===== src/sv/b85_pkg.sv =====
package b85_pkg;

  // stream constants
  localparam int unsigned RADIX       = 85;
  localparam int unsigned QUEUE_DEPTH = 2;
  localparam int unsigned GROUP_DIGITS = 5;

  // input beat: one character
  typedef struct packed {
    logic [7:0] symbol;
    logic       final_symbol;
  } in_beat_t;

  // output beat: one decoded byte or marker
  typedef struct packed {
    logic [7:0] data_byte;
    logic       stream_end;
    logic       bad_symbol;
    logic       no_data;
  } out_beat_t;

  // kind of work handed from front to back
  typedef enum logic [1:0] {
    KIND_DATA,
    KIND_BAD,
    KIND_LONE
  } b85_kind_t;

  // queue entry: a group of digits to turn into bytes, or a marker
  typedef struct packed {
    b85_kind_t   kind;
    logic [31:0] value;
    logic [2:0]  count;
    logic        fin;
  } b85_entry_t;

  // digit lookup result
  typedef struct packed {
    logic       valid;
    logic [6:0] digit;
  } b85_digit_t;

  // map an ascii code to its digit in the alphabet
  function automatic b85_digit_t digit_of(input logic [7:0] sym);
    b85_digit_t res;
    logic [7:0] tmp;
    res.valid = 1'b1;
    res.digit = 7'd0;
    tmp       = 8'd0;
    priority if (sym >= 8'h30 && sym <= 8'h39) begin
      tmp = sym - 8'd48;
    end else if (sym >= 8'h41 && sym <= 8'h5A) begin
      tmp = sym - 8'd55;
    end else if (sym >= 8'h61 && sym <= 8'h7A) begin
      tmp = sym - 8'd61;
    end else begin
      unique case (sym)
        8'h21:   tmp = 8'd62;
        8'h23:   tmp = 8'd63;
        8'h24:   tmp = 8'd64;
        8'h25:   tmp = 8'd65;
        8'h26:   tmp = 8'd66;
        8'h28:   tmp = 8'd67;
        8'h29:   tmp = 8'd68;
        8'h2A:   tmp = 8'd69;
        8'h2B:   tmp = 8'd70;
        8'h2D:   tmp = 8'd71;
        8'h3B:   tmp = 8'd72;
        8'h3C:   tmp = 8'd73;
        8'h3D:   tmp = 8'd74;
        8'h3E:   tmp = 8'd75;
        8'h3F:   tmp = 8'd76;
        8'h40:   tmp = 8'd77;
        8'h5E:   tmp = 8'd78;
        8'h5F:   tmp = 8'd79;
        8'h60:   tmp = 8'd80;
        8'h7B:   tmp = 8'd81;
        8'h7C:   tmp = 8'd82;
        8'h7D:   tmp = 8'd83;
        8'h7E:   tmp = 8'd84;
        default: res.valid = 1'b0;
      endcase
    end
    res.digit = tmp[6:0];
    return res;
  endfunction

  // 85 to the power of the missing digits of a partial group
  function automatic logic [31:0] pad_mul(input logic [2:0] count);
    logic [31:0] m;
    unique case (count)
      3'd2:    m = 32'd614125;
      3'd3:    m = 32'd7225;
      3'd4:    m = 32'd85;
      default: m = 32'd1;
    endcase
    return m;
  endfunction

endpackage


===== src/sv/b85_fifo.sv =====
module b85_fifo #(
  parameter int DEPTH = b85_pkg::QUEUE_DEPTH
) (
  input  logic                 clk,
  input  logic                 rst_n,
  input  logic                 push,
  input  b85_pkg::b85_entry_t  push_entry,
  output logic                 full,
  input  logic                 pop,
  output logic                 head_valid,
  output b85_pkg::b85_entry_t  head_entry
);
  import b85_pkg::*;

  localparam int PTR_W = (DEPTH > 1) ? $clog2(DEPTH) : 1;
  localparam int CNT_W = $clog2(DEPTH + 1);

  b85_entry_t       mem_r [DEPTH];
  logic [PTR_W-1:0] wr_ptr_r;
  logic [PTR_W-1:0] rd_ptr_r;
  logic [CNT_W-1:0] count_r;

  assign full       = (count_r == CNT_W'(DEPTH));
  assign head_valid = (count_r != '0);
  assign head_entry = mem_r[rd_ptr_r];

  // pointers and fill level
  always_ff @(posedge clk) begin
    if (!rst_n) begin
      wr_ptr_r <= '0;
      rd_ptr_r <= '0;
      count_r  <= '0;
    end else begin
      if (push) begin
        wr_ptr_r <= (wr_ptr_r == PTR_W'(DEPTH - 1)) ? '0 : wr_ptr_r + 1'b1;
      end
      if (pop) begin
        rd_ptr_r <= (rd_ptr_r == PTR_W'(DEPTH - 1)) ? '0 : rd_ptr_r + 1'b1;
      end
      if (push && !pop) begin
        count_r <= count_r + 1'b1;
      end else if (pop && !push) begin
        count_r <= count_r - 1'b1;
      end
    end
  end

  // entry storage
  always_ff @(posedge clk) begin
    if (push) begin
      mem_r[wr_ptr_r] <= push_entry;
    end
  end

endmodule


===== src/sv/b85_front.sv =====
module b85_front (
  input  logic                 clk,
  input  logic                 rst_n,
  input  logic                 in_valid,
  output logic                 in_stall,
  input  b85_pkg::in_beat_t    in_beat,
  input  logic                 queue_full,
  output logic                 push,
  output b85_pkg::b85_entry_t  push_entry
);
  import b85_pkg::*;

  logic [31:0] group_value_r;
  logic [2:0]  digits_seen_r;
  logic        discarding_r;
  logic [31:0] group_value_nxt;
  logic [2:0]  digits_seen_nxt;
  logic        discarding_nxt;
  logic        accept;
  b85_digit_t  dig;
  logic [31:0] mac;
  logic [2:0]  cnt_inc;

  assign in_stall = queue_full;
  assign accept   = in_valid && !queue_full;
  assign dig      = digit_of(in_beat.symbol);
  assign mac      = group_value_r * 32'(RADIX) + 32'(dig.digit);
  assign cnt_inc  = digits_seen_r + 3'd1;

  // classify the beat and update the group
  always_comb begin
    group_value_nxt  = group_value_r;
    digits_seen_nxt  = digits_seen_r;
    discarding_nxt   = discarding_r;
    push             = 1'b0;
    push_entry.kind  = KIND_DATA;
    push_entry.value = mac;
    push_entry.count = cnt_inc;
    push_entry.fin   = in_beat.final_symbol;
    if (accept) begin
      priority if (discarding_r) begin
        if (in_beat.final_symbol) begin
          discarding_nxt = 1'b0;
        end
      end else if (!dig.valid) begin
        push            = 1'b1;
        push_entry.kind = KIND_BAD;
        group_value_nxt = '0;
        digits_seen_nxt = '0;
        discarding_nxt  = !in_beat.final_symbol;
      end else if (cnt_inc == 3'(GROUP_DIGITS)) begin
        push            = 1'b1;
        group_value_nxt = '0;
        digits_seen_nxt = '0;
      end else if (in_beat.final_symbol) begin
        push            = 1'b1;
        if (cnt_inc == 3'd1) begin
          push_entry.kind = KIND_LONE;
        end
        group_value_nxt = '0;
        digits_seen_nxt = '0;
      end else begin
        group_value_nxt = mac;
        digits_seen_nxt = cnt_inc;
      end
    end
  end

  // group state
  always_ff @(posedge clk) begin
    if (!rst_n) begin
      group_value_r <= '0;
      digits_seen_r <= '0;
      discarding_r  <= 1'b0;
    end else begin
      group_value_r <= group_value_nxt;
      digits_seen_r <= digits_seen_nxt;
      discarding_r  <= discarding_nxt;
    end
  end

endmodule


===== src/sv/b85_back.sv =====
module b85_back (
  input  logic                 clk,
  input  logic                 rst_n,
  input  logic                 head_valid,
  input  b85_pkg::b85_entry_t  head_entry,
  output logic                 pop,
  output logic                 out_valid,
  input  logic                 out_stall,
  output b85_pkg::out_beat_t   out_beat
);
  import b85_pkg::*;

  logic        busy_r;
  logic [31:0] val_r;
  logic [2:0]  cnt_r;
  b85_kind_t   kind_r;
  logic        fin_r;
  logic        out_valid_r;
  out_beat_t   out_beat_r;
  logic        beat_take;
  logic        work_done;
  logic [31:0] padded;
  out_beat_t   beat;

  assign beat_take = busy_r && (!out_valid_r || !out_stall);
  assign work_done = beat_take && (cnt_r == 3'd1);
  assign pop       = head_valid && (!busy_r || work_done);
  assign out_valid = out_valid_r;
  assign out_beat  = out_beat_r;

  // pad a partial group with top digits: (v + 1) * 85^n - 1
  assign padded = (head_entry.value + 32'd1) * pad_mul(head_entry.count) - 32'd1;

  // next beat from the working group, most significant byte first
  always_comb begin
    beat.data_byte  = (kind_r == KIND_DATA) ? val_r[31:24] : 8'd0;
    beat.stream_end = (kind_r != KIND_DATA) || (fin_r && cnt_r == 3'd1);
    beat.bad_symbol = (kind_r == KIND_BAD);
    beat.no_data    = (kind_r == KIND_LONE);
  end

  // control
  always_ff @(posedge clk) begin
    if (!rst_n) begin
      busy_r      <= 1'b0;
      out_valid_r <= 1'b0;
    end else begin
      if (pop) begin
        busy_r <= 1'b1;
      end else if (work_done) begin
        busy_r <= 1'b0;
      end
      if (beat_take) begin
        out_valid_r <= 1'b1;
      end else if (!out_stall) begin
        out_valid_r <= 1'b0;
      end
    end
  end

  // working group and output register
  always_ff @(posedge clk) begin
    if (pop) begin
      kind_r <= head_entry.kind;
      fin_r  <= head_entry.fin;
      if (head_entry.kind == KIND_DATA) begin
        val_r <= padded;
        cnt_r <= head_entry.count - 3'd1;
      end else begin
        val_r <= '0;
        cnt_r <= 3'd1;
      end
    end else if (beat_take) begin
      val_r <= {val_r[23:0], 8'd0};
      cnt_r <= cnt_r - 3'd1;
    end
    if (beat_take) begin
      out_beat_r <= beat;
    end
  end

endmodule


===== src/sv/base85_decoder.sv =====
// Streaming Base85 decoder, 85-symbol alphabet 0-9 A-Z a-z and punctuation.
// Input channel: in_valid / in_stall / in_beat, one character per beat,
// final_symbol marks the last character of a stream.
// Output channel: out_valid / out_stall / out_beat, one byte or marker per beat.
// Every fifth digit gives four bytes, most significant first. On the final
// character a partial group of k digits gives k-1 bytes, a lone digit gives
// one no_data end marker, and a character outside the alphabet gives one
// bad_symbol beat; later characters are dropped up to the final one.
// Throughput: one character per cycle while the queue has room; the output
// side moves one beat per cycle while out_stall is low, and a full group
// gives four beats. The first beat of an item passes through the queue, the
// pad multiply into the working group and the output register.
// A short queue of QUEUE_DEPTH entries sits between front and back; in_stall
// rises while it is full. A stalled output holds its beat and the queue fills.
// Reset clears the group state, the queue and out_valid; the output beat data is not reset.
module base85_decoder #(
  parameter int QUEUE_DEPTH = b85_pkg::QUEUE_DEPTH
) (
  input  logic                clk,
  input  logic                rst_n,
  input  logic                in_valid,
  output logic                in_stall,
  input  b85_pkg::in_beat_t   in_beat,
  output logic                out_valid,
  input  logic                out_stall,
  output b85_pkg::out_beat_t  out_beat
);
  import b85_pkg::*;

  logic       queue_full;
  logic       push;
  b85_entry_t push_entry;
  logic       pop;
  logic       head_valid;
  b85_entry_t head_entry;

  // character classify and group accumulate
  b85_front u_front (
    .clk        (clk),
    .rst_n      (rst_n),
    .in_valid   (in_valid),
    .in_stall   (in_stall),
    .in_beat    (in_beat),
    .queue_full (queue_full),
    .push       (push),
    .push_entry (push_entry)
  );

  // decoupling queue
  b85_fifo #(
    .DEPTH (QUEUE_DEPTH)
  ) u_fifo (
    .clk        (clk),
    .rst_n      (rst_n),
    .push       (push),
    .push_entry (push_entry),
    .full       (queue_full),
    .pop        (pop),
    .head_valid (head_valid),
    .head_entry (head_entry)
  );

  // padding and byte output
  b85_back u_back (
    .clk        (clk),
    .rst_n      (rst_n),
    .head_valid (head_valid),
    .head_entry (head_entry),
    .pop        (pop),
    .out_valid  (out_valid),
    .out_stall  (out_stall),
    .out_beat   (out_beat)
  );

endmodule

===== config.mk =====
export PLATFORM = sky130hd
export DESIGN_NAME = base85_decoder
export DESIGN_NICKNAME = d
export VERILOG_FILES = /design/src/sv/b85_pkg.sv /design/src/sv/b85_fifo.sv /design/src/sv/b85_front.sv /design/src/sv/b85_back.sv /design/src/sv/base85_decoder.sv
export SDC_FILE = /design/constraint.sdc
export NUM_CORES = 1
export LEC_CHECK = 0
export BUFFER_PORTS_ARGS = -buffer_cell sky130_fd_sc_hd__buf_2
export CORE_MARGIN = 3
export CORE_UTILIZATION = 50
export CTS_CLUSTER_SIZE = 10
export DETAILED_ROUTE_END_ITERATION = 12
export HOLD_SLACK_MARGIN = 0.08
export PLACE_DENSITY_LB_ADDON = 0.25
export SLEW_MARGIN = 15
export SYNTH_ARGS = -nofsm -noshare
export SYNTH_HDL_FRONTEND = slang
export SYNTH_SLANG_ARGS = --single-unit

===== constraint.sdc =====
create_clock -name clk -period 14.6 [get_ports clk]
set_clock_uncertainty 0.2 [all_clocks]
set_input_delay 0.73 -clock clk [delete_from_list [all_inputs] [get_ports clk]]
set_output_delay 0.73 -clock clk [all_outputs]
set_load 0.01 [all_outputs]

* Yosys cells after proc, flatten, opt, wreduce, memory -nomap -nowiden
Memory sizes are Yosys's and may differ from the RTL's. A register that Yosys moved wholly into a read port is not among the register bits.
Index checks and enable logic that the tools add are counted.
** Cells by class
- Add/subtract/negate cells :: 13
- $mul :: 2
- Order comparisons :: 6
- Equal/unequal tests :: 33
- Mux-type cells :: 47
- Bitwise logic cells :: 1
- Reductions and logical operators :: 29
** Operator list (count)
- 2-to-1 mux 32 bit :: 6
- one-hot mux 7 bit (23 select lines) :: 1
- == test 8 x 6 -> 1 bit, second input constant :: 15
- == test 8 x 7 -> 1 bit, second input constant :: 8
- one-hot mux 20 bit (3 select lines) :: 1
- adder 32 x 1 -> 32 bit, second input constant :: 1
- adder 32 x 7 -> 32 bit :: 1
- multiplier 32 x 20 -> 32 bit :: 1
- multiplier 32 x 7 -> 32 bit, second input constant :: 1
- subtractor 32 x 1 -> 32 bit, second input constant :: 1
- OR reduction 23 bit :: 1
- 2-to-1 mux 1 bit :: 22
- 2-to-1 mux 7 bit :: 3
- subtractor 7 x 6 -> 7 bit, second input constant :: 3
- 2-to-1 mux 3 bit :: 6
- greater-or-equal comparator 8 x 7 -> 1 bit, second input constant :: 2
- <= comparator 8 x 7 -> 1 bit, second input constant :: 2
- 2-to-1 mux 2 bit :: 8
- logical AND 1 bit :: 10
- nonzero test 2 bit :: 5
- greater-or-equal comparator 8 x 6 -> 1 bit, second input constant :: 1
- <= comparator 8 x 6 -> 1 bit, second input constant :: 1
- logical NOT 1 bit :: 7
- == test 3 x 1 -> 1 bit, second input constant :: 2
- 14 further kinds :: 22
** Storage, ports and cells
- Register bits :: 91
- Bits in writable memories :: 76
- Bits of input ports :: 13
- Output and inout bits :: 13
- Logic and storage cells :: 148
- Memories kept :: 1
** Memories
- u_fifo.mem_r :: depth 2, width 38, rd ports 1, clocked after Yosys merged registers in 1, write ports 1, RTL line b85_fifo.sv:18 : b85_entry_t mem_r [DEPTH];

* Depth between registers and ports, before layout
Gate-level depths: netlist of run 1.
- Word-level depth :: 13
- Mapped depth :: 43
- Gate-level depth less buffers :: 36

* Modules after synthesis
From an unflattened synthesis of run 1, not the netlist that was laid out.
** Second synthesis, totals
- Cells, all modules :: 2352
- Area total of the unflattened synthesis :: 22714.3 µm²
** By module, submodules not included
- b85_back :: times used 1, cells an instance 1453, area an instance 13476.7 µm², seq. area each 1511.4 µm²
- b85_front :: times used 1, cells an instance 759, area an instance 6271.0 µm², seq. area each 720.7 µm²
- b85_fifo :: times used 1, cells an instance 140, area an instance 2966.6 µm², seq. area each 2382.3 µm²

* Least setup slack after synthesis of run 1
OpenSTA, ideal clock, no wires.
- Path kind :: register to register
- Start :: register (tool-made name)
- End :: register u_back.val_r[30], data pin
- Library setup time :: 270 ps
- Data arrival time :: 9694 ps
- Data required time :: 14130 ps
- Slack :: 4436 ps
- Stages on the path, launching flop included :: 41
- Path buffers :: 7
- Clock period less this slack :: 10164 ps
- Cell sequence :: dfxtp_1 -> buf_6 -> buf_2 -> buf_2 -> buf_2 -> buf_2 -> buf_1 -> clkbuf_1 -> mux2i_1 -> inv_1 -> ha_1 -> inv_1 -> a221oi_4 -> and2_1 -> nand2_1 -> xor2_1 -> mux2i_1 -> nand2_1 -> [5 not listed] -> inv_1 -> fa_1 -> fa_1 -> fa_1 -> inv_1 -> fa_1 -> inv_1 -> ha_1 -> a21o_1 -> a21oi_1 -> o21bai_1 -> a221o_1 -> a31oi_1 -> o21ai_0 -> a2111oi_0 -> o41ai_1 -> xnor2_1 -> o21ai_0
** RTL lines
- end signal: assignment :: RTL line b85_back.sv:67 : val_r <= padded;
- end signal: assignment :: RTL line b85_back.sv:74 : val_r <= {val_r[23:0], 8'd0};
- end: declaration :: RTL line b85_back.sv:14 : logic [31:0] val_r;

==> impl_metrics.tcl, run 1 <==
set metrics [dict create \
    slowest_stage "mux2i_1" \
    arrival_ns 10.24 \
    critPathBufInv 7 \
    initial_core_util_pct 51.0 \
    grt_max_degree 59 \
    path_common_cell "inv_1" \
    area_growth_syn_to_layout_pct 6.09 \
    detail-route-antenna-nets 0 \
    drt_iter0_markers 1000 \
    fillCellCount 4012 \
    coreArea_um2 44600 \
    tns_ns 0 \
    synth_nets 2973 \
    cpLargestDelayFamily "adder cells" \
    synthFlopType "edfxtp_1" \
    num_antenna_cells 0 \
    ctsResizeCount 0 \
    synthCells 2382 \
    dp_hpwl_mm 45.2 \
    antenna_found_initial 0 \
    rsz0062_at_grt "false" \
    clk_pin_slew_worst_paths_ns 0.08 \
    cts.path.max_buffers 2 \
    layout_commonest_cell "inv_1" \
    clockRootBuffer "clkbuf_16" \
    rows 77 \
    status "completed" \
    grt_pass1_vias 16899 \
    crit_required_ns 14.60 \
    period_share_pct 70.1 \
    grt_overflow 0 \
    cts_made_buffers 17 \
    syn-cell-area_um2 22800 \
    avgSynthCellArea_um2 9.56 \
    grt_pass1_wl_mm 88.7 \
    worst_pin_slew_ns 0.994 \
    avgViaCountPerCell 5.36 \
    synth-seq-area-share_pct 20.3 \
    cts_setup_buffers 0 \
    final-max-slew-violation-count 0 \
    synth-seq-cells 168 \
    cp_max_fo 14 \
    criticalPathCategory "reg -> reg" \
    numPortBuffers 25 \
    cts_max_level 4 \
    setup_viol 0 \
    drive_gt1_share_pct 4.58 \
    period_minus_slack_ns 10.24 \
    synthArstFlopShare_pct 0 \
    routed_wirelength_mm 54.7 \
    final_hold_viol_count 0 \
    clk_latency_ns 0.47 \
    relSlewSlack_pct 31.8 \
    ys_types 74 \
    dieArea_um2 48100 \
    ioPinCount 26 \
    cts_hold_buf 0 \
    final_util_pct 54.1 \
    fp.dieH_um 219 \
    cts_tree "built" \
    die_w_um 219 \
    setup.worst_path.start_class "flop" \
    worstSetupEndpointType "flop" \
    vias 16044 \
    r2r_setup_slack_ns 4.36 \
    final_cell_mix "inv_1, fa_1, ha_1" \
    fin_nets 2979 \
    synth-edff-count 125 \
    drt-pass1-iter-count 7 \
    cts.sinks 168 \
    hp-class "reg -> reg" \
    drcViolationCount 0 \
    yosysWarningCount 0 \
    max_freq_mhz 97.7 \
    slowest_delay_ns 0.86 \
    wl_per_cell_um 18.3 \
    grt_use_total_pct 23.6 \
    gp_congestion 0.989 \
    drv_cap 0 \
]
tightest hold or removal path: stages, from the launching register on:
cell,delay [ns]
dfxtp_1,0.34
nand2_1,0.06
a21boi_0,0.06
final cells by class:
class / instances / area (µm²) / area share, %
repair buffers: 42 / 253 / 1.05
well taps: 592 / 741 / 3.07
multi-input cells: 1564 / 15700 / 65.0
clock buffers: 18 / 450 / 1.87
clock inverters: 14 / 154 / 0.637
inverters: 595 / 2230 / 9.25
flip-flops and latches: 168 / 4620 / 19.1
registers in the layout (all words and copies together), names as in the netlist, named ones only:
signal	cells
u_front.digits_seen_r	3
u_fifo.mem_r	76
u_back.kind_r	2
u_back.fin_r	1
u_front.discarding_r	1
u_front.group_value_r	32
u_back.val_r	32
u_back.out_beat	11
u_back.out_valid	1
u_back.busy_r	1
u_fifo.rd_ptr_r	1
u_fifo.count_r	2
u_back.cnt_r	3
u_fifo.wr_ptr_r	1
routing by layer:
metal  global-route usage [%]  part of all wire, %  vias to the layer above
li1                         -                    -                     7596
met1                     31.7                   44                     7975
met2                     39.0                   47                      400
met3                     5.23                  6.3                       73
met4                     5.68                  2.2                        0
met5                        0                    0                        -
final timing paths:
check,startpoint,endpoint,depth (start not counted)
setup / recovery,flop,u_back.val_r[30]$_DFFE_PP_,32
hold / removal,u_front.digits_seen_r[1]$_SDFFE_PN0P_,u_front.digits_seen_r[1]$_SDFFE_PN0P_,2
setup reg to reg,flop,u_back.val_r[30]$_DFFE_PP_,32
hold reg to reg,u_front.digits_seen_r[1]$_SDFFE_PN0P_,u_front.digits_seen_r[1]$_SDFFE_PN0P_,2
metrics by stage:
stage	instance area [µm²]	hold slack [ns]	setup slack (ns)	cells
6_report	24100	0.301	4.36	2993
5_1_grt	24100	0.329	3.73	2993
4_1_cts	24100	0.297	4.40	2993
3_5_place_dp	23500	0.288	4.43	2961
3_3_place_gp	23500	0.274	4.76	2961
2_1_floorplan	22800	0.258	4.44	2382
cell usage after synthesis, types with 18 or more instances:
cell type  count  area [µm²]
a21o_1        30         225
nor2b_1       43         269
nor2_1       123         462
nand3_1       35         175
a21boi_0      18         135
inv_1        593        2230
fa_1         310        6210
clkbuf_1      46         173
ha_1         268        3350
nor3_1        20         100
edfxtp_1     125        3750
o21ai_0       72         360
dfxtp_1       43         861
a21oi_1       94         470
xor2_1        37         324
mux2i_1       32         320
xnor2_1       98         858
nand2_1      156         586
a22oi_1       19         143
and2_1        25         156
cell families after synthesis:
family / share of synthesized area (%)
buffers and inverters: 10.8
adders and majority gates: 42.0
and+or+nand+nor: 10.2
AOI/OAI and AO/OA: 9.57
DFF: 20.3
xor gates and xnor gates: 5.39
muxes: 1.75
Power of run 1 is left out: the tool's default activity adds up to more than one toggle a clock period on the data nets, which glitch-free logic cannot reach.
==> inputs of run 2 (changes only) <==
==> constraint.sdc (replaced) <==
create_clock -name clk -period 9.97 [get_ports clk]
set_clock_uncertainty 0.2 [all_clocks]
set_input_delay 0.4985 -clock clk [delete_from_list [all_inputs] [get_ports clk]]
set_output_delay 0.4985 -clock clk [all_outputs]
set_load 0.01 [all_outputs]
==> impl_metrics.tcl, run 2 (same netlist as run 1, synthesis figures left out) <==
set metrics [dict create \
    tns_ns 0 \
    arrival_ns 9.47 \
    grt_pass1_wl_mm 89.7 \
    setup.worst_path.start_class "flop" \
    cts.sinks 168 \
    dp_hpwl_mm 46.5 \
    relSlewSlack_pct 31.3 \
    vias 15998 \
    gp_congestion 1.01 \
    antenna_found_initial 0 \
    area_growth_syn_to_layout_pct 6.56 \
    cp_max_fo 37 \
    drv_cap 0 \
    numPortBuffers 25 \
    drcViolationCount 0 \
    cts.path.max_buffers 2 \
    fillCellCount 3986 \
    top_regs "u_fifo.mem_r: 76 flops, u_back.val_r: 32 flops, u_front.group_value_r: 32 flops" \
    avgViaCountPerCell 5.32 \
    slowest_stage "and2_1" \
    min_path_cells 3 \
    final_hold_viol_count 0 \
    path_common_cell "inv_1" \
    rsz0062_at_grt "false" \
    cts_max_level 4 \
    drive_gt1_share_pct 5.26 \
    criticalPathCategory "reg -> reg" \
    hp-class "in -> reg" \
    slowest_delay_ns 0.55 \
    max_freq_mhz 106 \
    routed_wirelength_mm 55.2 \
    die_w_um 219 \
    wl_per_cell_um 18.4 \
    final_cell_mix "inv_1, fa_1, ha_1" \
    detail-route-antenna-nets 0 \
    crit_required_ns 9.99 \
    status "completed" \
    clk_pin_slew_worst_paths_ns 0.07 \
    clockRootBuffer "clkbuf_16" \
    grt_max_degree 45 \
    grt_overflow 0 \
    ioPinCount 26 \
    drt_iter0_markers 924 \
    dieArea_um2 48100 \
    period_minus_slack_ns 9.45 \
    drt-pass1-iter-count 5 \
    worst_pin_slew_ns 1.02 \
    multi_input_area_um2 15700 \
    rows 77 \
    coreArea_um2 44600 \
    setup_viol 0 \
    top_register "u_fifo.mem_r" \
    initial_core_util_pct 51.0 \
    grt_use_total_pct 23.8 \
    fp.dieH_um 219 \
    fin_nets 2992 \
    regArea_um2 4620 \
    final-max-slew-violation-count 0 \
    num_antenna_cells 0 \
    clk_latency_ns 0.47 \
    largest_reg_flops 76 \
    worstSetupEndpointType "flop" \
    layout_commonest_cell "inv_1" \
    grt_pass1_vias 16911 \
    reg2reg_depth 30 \
    cts_tree "built" \
    cts_made_buffers 17 \
    period_share_pct 94.8 \
]
-- run 2: critical path, delay by kind of cell (launching register included) --
| family | cells | cell delay [ns] |
|---|---|---|
| flip-flops | 1 | 0.53 |
| buffers and inverters | 7 | 1.08 |
| AO/OA/AOI/OAI | 10 | 2.40 |
| adder cells (fa/ha/maj) | 9 | 3.48 |
| XOR/XNOR | 1 | 0.12 |
| AND/OR/NAND/NOR | 2 | 0.91 |
| multiplexers | 1 | 0.43 |
-- run 2: per-layer routing --
metal	routed length, µm	part of all wire, %	global-route usage, %
met1	24900	45	32.8
met2	26000	47	39.0
met3	3220	5.8	4.51
met4	1070	1.9	5.96
met5	0	0	0
-- run 2: cell type report --
cell class / count / share of cell area [%]
Sequential cell: 168 / 19.0
Multi-Input combinational cell: 1564 / 64.8
Inverter: 595 / 9.21
Timing Repair Buffer: 55 / 1.45
Clock inverter: 15 / 0.702
Tap cell: 592 / 3.05
Clock buffer: 17 / 1.75
-- run 2: final timing paths --
kind                                          from                                    end  slack (ns)
max                                           flop             u_back.val_r[31]$_DFFE_PP_        0.52
min                                      out_stall          u_back.out_valid$_SDFFE_PN0P_        0.12
max reg2reg                                   flop             u_back.val_r[31]$_DFFE_PP_        0.52
min reg2reg  u_front.digits_seen_r[1]$_SDFFE_PN0P_  u_front.digits_seen_r[1]$_SDFFE_PN0P_        0.29
-- run 2: stage by stage --
step	worst slack, ns	utilization, %	hold WS [ns]	cells	cell area (µm²)
after floorplan	0.129	-	0.258	2382	22800
after global placement	0.581	53.0	0.274	2972	23600
after detailed placement	0.403	53.0	0.293	2972	23600
after CTS	0.407	54.3	0.0856	3005	24200
after global routing	0.0365	54.4	0.102	3006	24300
final	0.518	54.4	0.117	3006	24300
-- run 2: timing repair --
item | 4_1_cts | 5_1_grt
setup endpoints to repair | 0 | 2
setup buffers | 0 | 1
endpoints found under the hold margin | 2 | 0
resized for setup | 0 | 2
hold buffers | 1 | 0
Power of run 2 is left out for the same reason.
